--- config.mk ---
export PLATFORM = sky130hd
export DESIGN_NAME = frame_loss_monitor_top
export DESIGN_NICKNAME = d
export VERILOG_FILES = /design/src/rtl/core/flm_pkg.sv /design/src/rtl/core/frame_loss_monitor_top.sv
export SDC_FILE = /design/constraint.sdc
export NUM_CORES = 1
export LEC_CHECK = 0
export BUFFER_PORTS_ARGS = -buffer_cell sky130_fd_sc_hd__buf_4
export CAP_MARGIN = 20
export CORE_MARGIN = 3
export CORE_UTILIZATION = 42
export DETAILED_ROUTE_END_ITERATION = 8
export HOLD_SLACK_MARGIN = 0.05
export PLACE_DENSITY = 0.63
export SLEW_MARGIN = 25
export SYNTH_ARGS = -nofsm -noshare
export SYNTH_HDL_FRONTEND = slang
export SYNTH_SLANG_ARGS = --single-unit
export TNS_END_PERCENT = 10
--- constraint.sdc ---
create_clock -name clock -period 11 [get_ports clock]
set_input_delay 1.1 -clock clock [delete_from_list [all_inputs] [get_ports clock]]
set_output_delay 1.1 -clock clock [all_outputs]
set_load 0.1 [all_outputs]
--- src/rtl/core/flm_pkg.sv ---
// flm_pkg: shared types and constants for the frame loss monitor
// payload structs for the request and response beats, csr register indexes
// no dependencies
package flm_pkg;

   localparam int unsigned DataWidth = 32;
   localparam int unsigned CsrIndexWidth = 2;

   // csr register indexes
   typedef enum logic [CsrIndexWidth-1:0] {
      CSR_INTERVAL_MIN = 2'd0,
      CSR_INTERVAL_MAX = 2'd1,
      CSR_WINDOW       = 2'd2
   } csr_index_type;

   // reset values of the csr registers
   localparam logic [DataWidth-1:0] IntervalMinReset = 32'd15000;
   localparam logic [DataWidth-1:0] IntervalMaxReset = 32'd26000;
   localparam logic [DataWidth-1:0] WindowReset      = 32'd1000000;

   // fault flag bit positions
   localparam int unsigned FlagIndexGap = 0;
   localparam int unsigned FlagInterval = 1;

   typedef struct packed {
      logic [DataWidth-1:0] frame_index;
      logic [DataWidth-1:0] time_stamp;
   } req_payload_type;

   typedef struct packed {
      logic [1:0]           fault_flags;
      logic                 window_end;
      logic [DataWidth-1:0] lost_index_total;
      logic [DataWidth-1:0] lost_time_total;
   } rsp_payload_type;

endpackage

--- src/rtl/core/frame_loss_monitor_top.sv ---
// frame_loss_monitor_top: counts lost frame indexes and timing faults per window
// single module; uses flm_pkg for payload structs and csr indexes
// The response to an accepted beat is registered in the output or skid register.
// Throughput: one beat per cycle while the skid entry is empty; the state update is
// one subtract, add and compare pass, and a two-entry response buffer (output
// register plus skid) keeps req_ready high while one response waits on rsp_ready.
// Reset: synchronous, active high; csr registers return to their defaults, counts
// and history clear, the monitor starts over on the first beat, the buffer empties.
module frame_loss_monitor_top
   import flm_pkg::*;
(
   input  logic                         clock,
   input  logic                         reset,
   // request channel
   input  logic                         req_valid,
   output logic                         req_ready,
   input  req_payload_type              req_payload,
   // response channel
   output logic                         rsp_valid,
   input  logic                         rsp_ready,
   output rsp_payload_type              rsp_payload,
   // csr write port
   input  logic                         csr_wr_en,
   input  logic [CsrIndexWidth-1:0]     csr_index,
   input  logic [DataWidth-1:0]         csr_wdata
);

   // csr registers
   logic [DataWidth-1:0] interval_min_ff;
   logic [DataWidth-1:0] interval_max_ff;
   logic [DataWidth-1:0] window_ff;

   // monitor state
   logic                 start_zero_ff, start_zero_in;
   logic [DataWidth-1:0] window_start_ff, window_start_in;
   logic [DataWidth-1:0] prev_index_ff;
   logic [DataWidth-1:0] prev_time_ff;
   logic [DataWidth-1:0] lost_index_ff, lost_index_in;
   logic [DataWidth-1:0] lost_time_ff, lost_time_in;

   // response buffer
   logic                 out_valid_ff, out_valid_in;
   rsp_payload_type      out_data_ff, out_data_in;
   logic                 skid_valid_ff, skid_valid_in;
   rsp_payload_type      skid_data_ff, skid_data_in;

   // datapath
   logic                 req_beat;
   logic                 rsp_beat;
   logic [DataWidth-1:0] base_index;
   logic [DataWidth-1:0] base_time;
   logic [DataWidth-1:0] base_window;
   logic [DataWidth-1:0] base_lost_index;
   logic [DataWidth-1:0] base_lost_time;
   logic [DataWidth-1:0] index_diff;
   logic                 index_gap;
   logic [DataWidth-1:0] time_diff;
   logic                 interval_fault;
   logic [DataWidth-1:0] lost_index_sum;
   logic [DataWidth-1:0] lost_time_sum;
   logic                 window_close;
   logic                 index_is_zero;
   rsp_payload_type      result;

   assign req_beat = req_valid && req_ready;
   assign rsp_beat = rsp_valid && rsp_ready;

   // csr writes
   always_ff @(posedge clock) begin
      if (reset) begin
         interval_min_ff <= IntervalMinReset;
         interval_max_ff <= IntervalMaxReset;
         window_ff       <= WindowReset;
      end else if (csr_wr_en) begin
         unique case (csr_index)
            CSR_INTERVAL_MIN: interval_min_ff <= csr_wdata;
            CSR_INTERVAL_MAX: interval_max_ff <= csr_wdata;
            CSR_WINDOW:       window_ff       <= csr_wdata;
            default: ;
         endcase
      end
   end

   // start over takes its baseline from the beat itself
   always_comb begin
      base_index      = start_zero_ff ? req_payload.frame_index : prev_index_ff;
      base_time       = start_zero_ff ? req_payload.time_stamp : prev_time_ff;
      base_window     = start_zero_ff ? req_payload.time_stamp : window_start_ff;
      base_lost_index = start_zero_ff ? '0 : lost_index_ff;
      base_lost_time  = start_zero_ff ? '0 : lost_time_ff;
   end

   // forward index gap of more than one
   assign index_diff = req_payload.frame_index - base_index;
   assign index_gap  = (req_payload.frame_index > base_index) &&
                       (index_diff > DataWidth'(1));

   // absolute interval and range test
   assign time_diff = (req_payload.time_stamp >= base_time) ?
                      (req_payload.time_stamp - base_time) :
                      (base_time - req_payload.time_stamp);
   assign interval_fault = (time_diff != '0) &&
                           ((time_diff < interval_min_ff) ||
                            (time_diff >= interval_max_ff));

   assign lost_index_sum = base_lost_index + (index_gap ? index_diff : '0);
   assign lost_time_sum  = base_lost_time + DataWidth'(interval_fault);

   // window elapsed time, wrapping
   assign window_close  = (req_payload.time_stamp - base_window) >= window_ff;
   assign index_is_zero = (req_payload.frame_index == '0);

   // next state and response
   always_comb begin
      start_zero_in   = (window_close || start_zero_ff) ? index_is_zero : 1'b0;
      window_start_in = window_close ? req_payload.time_stamp : base_window;
      lost_index_in   = window_close ? '0 : lost_index_sum;
      lost_time_in    = window_close ? '0 : lost_time_sum;

      result.fault_flags                = '0;
      result.fault_flags[FlagIndexGap]  = index_gap;
      result.fault_flags[FlagInterval]  = interval_fault;
      result.window_end                 = window_close;
      result.lost_index_total           = window_close ? lost_index_sum : '0;
      result.lost_time_total            = window_close ? lost_time_sum : '0;
   end

   always_ff @(posedge clock) begin
      if (reset) begin
         start_zero_ff   <= 1'b1;
         window_start_ff <= '0;
         prev_index_ff   <= '0;
         prev_time_ff    <= '0;
         lost_index_ff   <= '0;
         lost_time_ff    <= '0;
      end else if (req_beat) begin
         start_zero_ff   <= start_zero_in;
         window_start_ff <= window_start_in;
         prev_index_ff   <= req_payload.frame_index;
         prev_time_ff    <= req_payload.time_stamp;
         lost_index_ff   <= lost_index_in;
         lost_time_ff    <= lost_time_in;
      end
   end

   // response buffer: output register with a skid entry behind it
   assign req_ready   = !skid_valid_ff;
   assign rsp_valid   = out_valid_ff;
   assign rsp_payload = out_data_ff;

   always_comb begin
      out_valid_in  = out_valid_ff;
      out_data_in   = out_data_ff;
      skid_valid_in = skid_valid_ff;
      skid_data_in  = skid_data_ff;
      priority if (skid_valid_ff) begin
         if (rsp_beat) begin
            out_data_in   = skid_data_ff;
            skid_valid_in = 1'b0;
         end
      end else if (req_beat) begin
         if (!out_valid_ff || rsp_beat) begin
            out_valid_in = 1'b1;
            out_data_in  = result;
         end else begin
            skid_valid_in = 1'b1;
            skid_data_in  = result;
         end
      end else if (rsp_beat) begin
         out_valid_in = 1'b0;
      end else begin
         // nothing moves, buffer holds
      end
   end

   always_ff @(posedge clock) begin
      if (reset) begin
         out_valid_ff  <= 1'b0;
         skid_valid_ff <= 1'b0;
      end else begin
         out_valid_ff  <= out_valid_in;
         skid_valid_ff <= skid_valid_in;
      end
   end

   always_ff @(posedge clock) begin
      out_data_ff  <= out_data_in;
      skid_data_ff <= skid_data_in;
   end

   // skid entry only fills behind a held output
   assert property (@(posedge clock) disable iff (reset)
      skid_valid_ff |-> out_valid_ff)
      else $error("skid entry valid with empty output register");

   // a beat into an empty buffer shows up in the next cycle
   assert property (@(posedge clock) disable iff (reset)
      (req_beat && !out_valid_ff) |=> rsp_valid)
      else $error("accepted beat did not reach the response register");

   // totals are zero unless the window closes
   assert property (@(posedge clock) disable iff (reset)
      (rsp_valid && !rsp_payload.window_end) |->
         (rsp_payload.lost_index_total == '0 && rsp_payload.lost_time_total == '0))
      else $error("window totals reported without window end");

endmodule

# Yosys cells after proc, flatten, opt, wreduce, memory -nomap -nowiden
# Index checks and enable logic that the tools add are counted.
# op_classes
addsub,6
multipliers,0
n_div,0
n_lt_le_gt_ge,6
eq_ne,4
shift,0
mux,24
bitwise,2
reduce_logical,21
# op_table
operator,count
two-way mux 32 bit,12
two-way mux 67 bit,4
subtractor 32 bit,4
>= comparator 32 bit,3
adder 32 x 1 -> 32 bit,1
adder 32 bit,1
"greater-than comparator 32 x 1 -> 1 bit, second input constant",1
greater-than comparator 32 bit,1
zero test 32 bit,1
less-than comparator 32 bit,1
nonzero test 32 bit,1
AND reduction 3 bit,3
two-way mux 1 bit,8
AND reduction 2 bit,3
nonzero test 2 bit,3
logical AND 1 bit,4
"!= test 2 x 1 -> 1 bit, second input constant",2
logical OR 1 bit,3
"== test 2 x 1 -> 1 bit, second input constant",1
"== test 2 bit, second input constant",1
zero test 1 bit,2
zero test 2 bit,1
inverter 1 bit,2
# totals
reg_bits,393
latchBits,0
ramBits,0
rom_bits,0
input_bits,103
n_memories,0

# Longest topological paths before layout
# depth
word_depth,11
mapped_depth,46
ltp_nobuf,40

# Worst setup path before layout
# Ideal clock, no wire load.
# synth_path
path_type,reg-to-reg
start,reg start_zero_ff
end,reg lost_time_ff[30]
setup_ns,0.070
arrival_time_ns,8.861
t_required_ns,10.930
setup_slack_ns,2.068
path_stages_with_launch,45
synth_period_minus_slack_ns,8.932
cell_sequence,dfxtp_1 > clkbuf_1 > clkbuf_1 > clkbuf_1 > buf_1 > nand2_1 > o21a_1 > inv_1 > ha_1 > inv_1 > fa_1 > a211oi_1 > nor2_1 > o21ai_1 > o211ai_1 > o21ai_4 > nand2_4 > buf_2 > [9 not listed] > a211oi_1 > nand2_1 > a31oi_1 > nor3_1 > a21oi_1 > ha_1 > ha_1 > nand2_1 > nor2_1 > and3_1 > clkbuf_1 > nand4_1 > or3_1 > nor2_1 > nand3_1 > xor2_1 > or4_1 > a21oi_1
# synth_via
elab_chain_len,8
# synth_rtl
item,line,text
"start, declared",frame_loss_monitor_top.sv:34,"logic start_zero_ff, start_zero_in;"
"start signal, assigned",frame_loss_monitor_top.sv:137,start_zero_ff <= start_zero_in;
two-way mux 32 bit *,frame_loss_monitor_top.sv:87,base_time = start_zero_ff ? req_payload.time_stamp : prev_time_ff;
subtractor 32 bit (tied with other cells),frame_loss_monitor_top.sv:101,(base_time - req_payload.time_stamp);
two-way mux 32 bit *,frame_loss_monitor_top.sv:99,assign time_diff = (req_payload.time_stamp >= base_time) ?
less-than comparator 32 bit / >= comparator 32 bit (equally long branches),"frame_loss_monitor_top.sv:103, frame_loss_monitor_top.sv:104",
logical OR 1 bit,frame_loss_monitor_top.sv:103,((time_diff < interval_min_ff) ||
logical AND 1 bit *,frame_loss_monitor_top.sv:102,assign interval_fault = (time_diff != '0) &&
net interval_fault,frame_loss_monitor_top.sv:58,logic interval_fault;
adder 32 x 1 -> 32 bit *,frame_loss_monitor_top.sv:107,assign lost_time_sum = base_lost_time + DataWidth'(interval_fault);
two-way mux 32 bit *,frame_loss_monitor_top.sv:118,lost_time_in = window_close ? '0 : lost_time_sum;
"end signal, assigned",frame_loss_monitor_top.sv:142,lost_time_ff <= lost_time_in;
"end, declared",frame_loss_monitor_top.sv:39,"logic [DataWidth-1:0] lost_time_ff, lost_time_in;"
# Mark *: on every way through the listed nets, which the timed path passes. The rest lies on a longest branch.
# A chain may end at the register's enable or synchronous reset.

==> reports/metrics.csv <==
metric,value,unit
outcome,"complete, no violations",
antenna_found_initial,2,
clock_path_buffers,3,
tightest_slew,1.048,ns
drt_iter0_drc,1646,
hold_buffers,0,
clock_skew,0.03693,ns
postCtsSetupBuffers,0,
clk_latency,0.61,ns
power.share.clock,32.3,%
routedWlPerCell,17.17,µm
gr-total-overflow,0,
switching_share,37.17,%
row_count,92,
area_growth,13.34,%
track_usage,21.21,%
finalHoldViolCount,0,
crit_slowest_cell,dfxtp_4,
synthMostInstantiatedCell,nand2_1,
grt_pass1_vias,21460,
irDropWorstVdd,115.3,µV
coreArea,63310,µm²
clock_sinks,393,
yosys.area.top_type,dfxtp_1,
rsz0062_at_grt,false,
routed_wl,72.60,mm
synth_area,27000,µm²
p_seq_share,31.4,%
syn-num-nets,3637,
antennaDiodeCount,0,
drt_pass1_iterations,5,
slew_headroom,30.10,%
ys_async_sr_fraction,0,%
cts_buffers,47,
port_buffers,171,
start_util,42.65,%
critPathMaxFanout,38,
finalCritPeriodShare,86.29,%
cpPeakStageDelay,0.79,ns
die_area,67370,µm²
ios,172,
die_w,259.6,µm
die_h,259.6,µm
finalSetupTns,0,ns
finalSetupViolCount,0,
p_leak,12.94,nW
max_freq,105.4,MHz
place_congestion,0.8976,
yosys_warnings,0,
synth_top_area_share,19.20,%
slew_viol_final,0,
htreeDepth,2,
grt_max_degree,95,
cts_tree,built,
cts-root-buf,clkbuf_16,
crit_required,11.36,ns
dr_total_vias,22920,
post_cts_resized,0,
cp_num_buf_inv,2,
drc,0,
comb_power_share,36.3,%
clk_pin_slew,0.06,ns
drtAntennaViolNets,0,
crit_path_end_kind,flop,
dp_hpwl,53.06,mm
power.density,172.2,nW/µm²
fin_crit,9.492,ns
ys_top_cells_by_area,"dfxtp_1 19%, edfxtp_1 15%, ha_1 12%",
grt_pass1_wl,116.3,mm
hold_ws,0.4480,ns
yosysSeqAreaShare,34.10,%
synth_ff_type,dfxtp_1,
switchingPower,1.959,mW
p_int,3.312,mW
synth_commonest_cells,"518 x nand2_1, 383 x a21oi_1, 259 x dfxtp_1, 254 x ha_1, 203 x inv_1",
fin_nets,3707,
cp-start-kind,flop,
crit_family,simple AND/OR/NAND/NOR gates,
hold_class,reg -> reg,
max-cap-violations,0,
synth_edf_count,134,
drive_gt1_share,10.26,%
viasPerCell,5.419,
path_class,reg -> reg,
avgSynthCellArea,8.245,µm²
syn_inst,3275,
ys_ff_latch,393,
yosysUniqueCellTypes,83,
worstPathArrival,9.85,ns
## worst reg2reg max path, delay by kind of cell (launching register included)
kind,cells,cell delay [ns]
adders and majority gates,3,0.88
DFF,1,0.79
and+or+nand+nor,18,4.61
xor gates and xnor gates,2,0.54
buffers and inverters,2,0.27
AOI/OAI and AO/OA,8,1.55
muxes,2,0.66
## power by group through the flow
stage	Sequential (mW)	Clock (mW)	Combinational [mW]
after floorplan	1.92	0	1.17
after global placement	1.68	0	1.90
after detailed placement	1.69	0	1.90
after CTS	1.65	1.75	1.91
after global routing	1.66	1.81	2.12
final	1.65	1.70	1.91
## kinds of logic (layout without fill, tap and decap cells)
family | after synthesis | in the layout | synth area share (%)
AOI/OAI and AO/OA | 830 | 830 | 19.07
xor gates and xnor gates | 133 | 133 | 4.314
adders and majority gates | 259 | 259 | 12.14
buffers and inverters | 379 | 487 | 5.435
DFF | 393 | 393 | 34.10
muxes | 142 | 142 | 5.426
and+or+nand+nor | 1139 | 1139 | 19.51
## flip-flops by register name (all words and copies together), names as in the netlist
name and flops:
skid_data_ff 67, window_ff 32, rsp_valid 1, prev_time_ff 32, start_zero_ff 1, lost_time_ff 32
skid_valid_ff 1, prev_index_ff 32, lost_index_ff 32, rsp_payload 67, interval_min_ff 32, interval_max_ff 32
window_start_ff 32
## cell usage in the layout, fill, tap and decap left out, drive strengths merged, types with 24 or more instances in the layout
cell type  synthesis  routed
a21oi            383     383
nand3             59      59
nor3              67      67
inv              203     203
dfxtp            259     259
nand2b            37      37
nand2            520     520
o31ai             41      41
nor2b             76      76
and2              26      26
nand4             37      37
buf               36     195
a21o             108     108
o21ai            103     103
ha               254     254
o21bai            25      25
o21a              24      24
xor2              49      49
nor2             202     202
clkbuf           139      60
mux2              35      35
edfxtp           134     134
mux2i            107     107
xnor2             84      84
## path summary, 6_finish.rpt
kind | cells past startpoint | start | to | slack, ns
worst min register to register | 2 | lost_index_ff[2]$_SDFFE_PP0P_ | lost_index_ff[2]$_SDFFE_PP0P_ | 0.45
worst min-delay path | 2 | lost_index_ff[2]$_SDFFE_PP0P_ | lost_index_ff[2]$_SDFFE_PP0P_ | 0.45
worst max register to register | 35 | start_zero_ff$_SDFFE_PP1P_ | rsp_payload[31]$_DFFE_PP_ | 1.51
worst max-delay path | 35 | start_zero_ff$_SDFFE_PP1P_ | rsp_payload[31]$_DFFE_PP_ | 1.51
## stage by stage
step | cells | util, % | power (mW) | cell area, µm² | worst slack, ns
finish | 4229 | 48.34 | 5.271 | 30610 | 1.508
floorplan | 3275 | - | 3.090 | 27000 | 2.068
global placement | 4142 | 45.63 | 3.580 | 28890 | 1.622
CTS | 4229 | 48.34 | 5.310 | 30610 | 1.606
detailed placement | 4142 | 45.63 | 3.583 | 28890 | 1.271
global route | 4229 | 48.34 | 5.583 | 30610 | 0.6976
## final cells by class
cell class / instances / area (µm²)
multi-input combinational: 2503 / 16370
timing repair buffer: 196 / 1478
tap: 846 / 1059
inverter: 204 / 765.7
sequential: 393 / 9214
clock buffer: 59 / 1271
fill: 6283 / 32710
clock inverter: 28 / 446.7
## routing by layer
| metal | wire length, µm | track usage, % | part of all wire [%] | vias to the layer above |
|---|---|---|---|---|
| met5 | 27 | 0 | 0.037 | - |
| met4 | 1600 | 5.466 | 2.2 | 4 |
| met3 | 4002 | 3.170 | 5.5 | 96 |
| met2 | 31550 | 33.13 | 43 | 532 |
| met1 | 35410 | 30.58 | 49 | 10640 |
| li1 | - | - | - | 11650 |
Power figures use the tool's default switching activity.
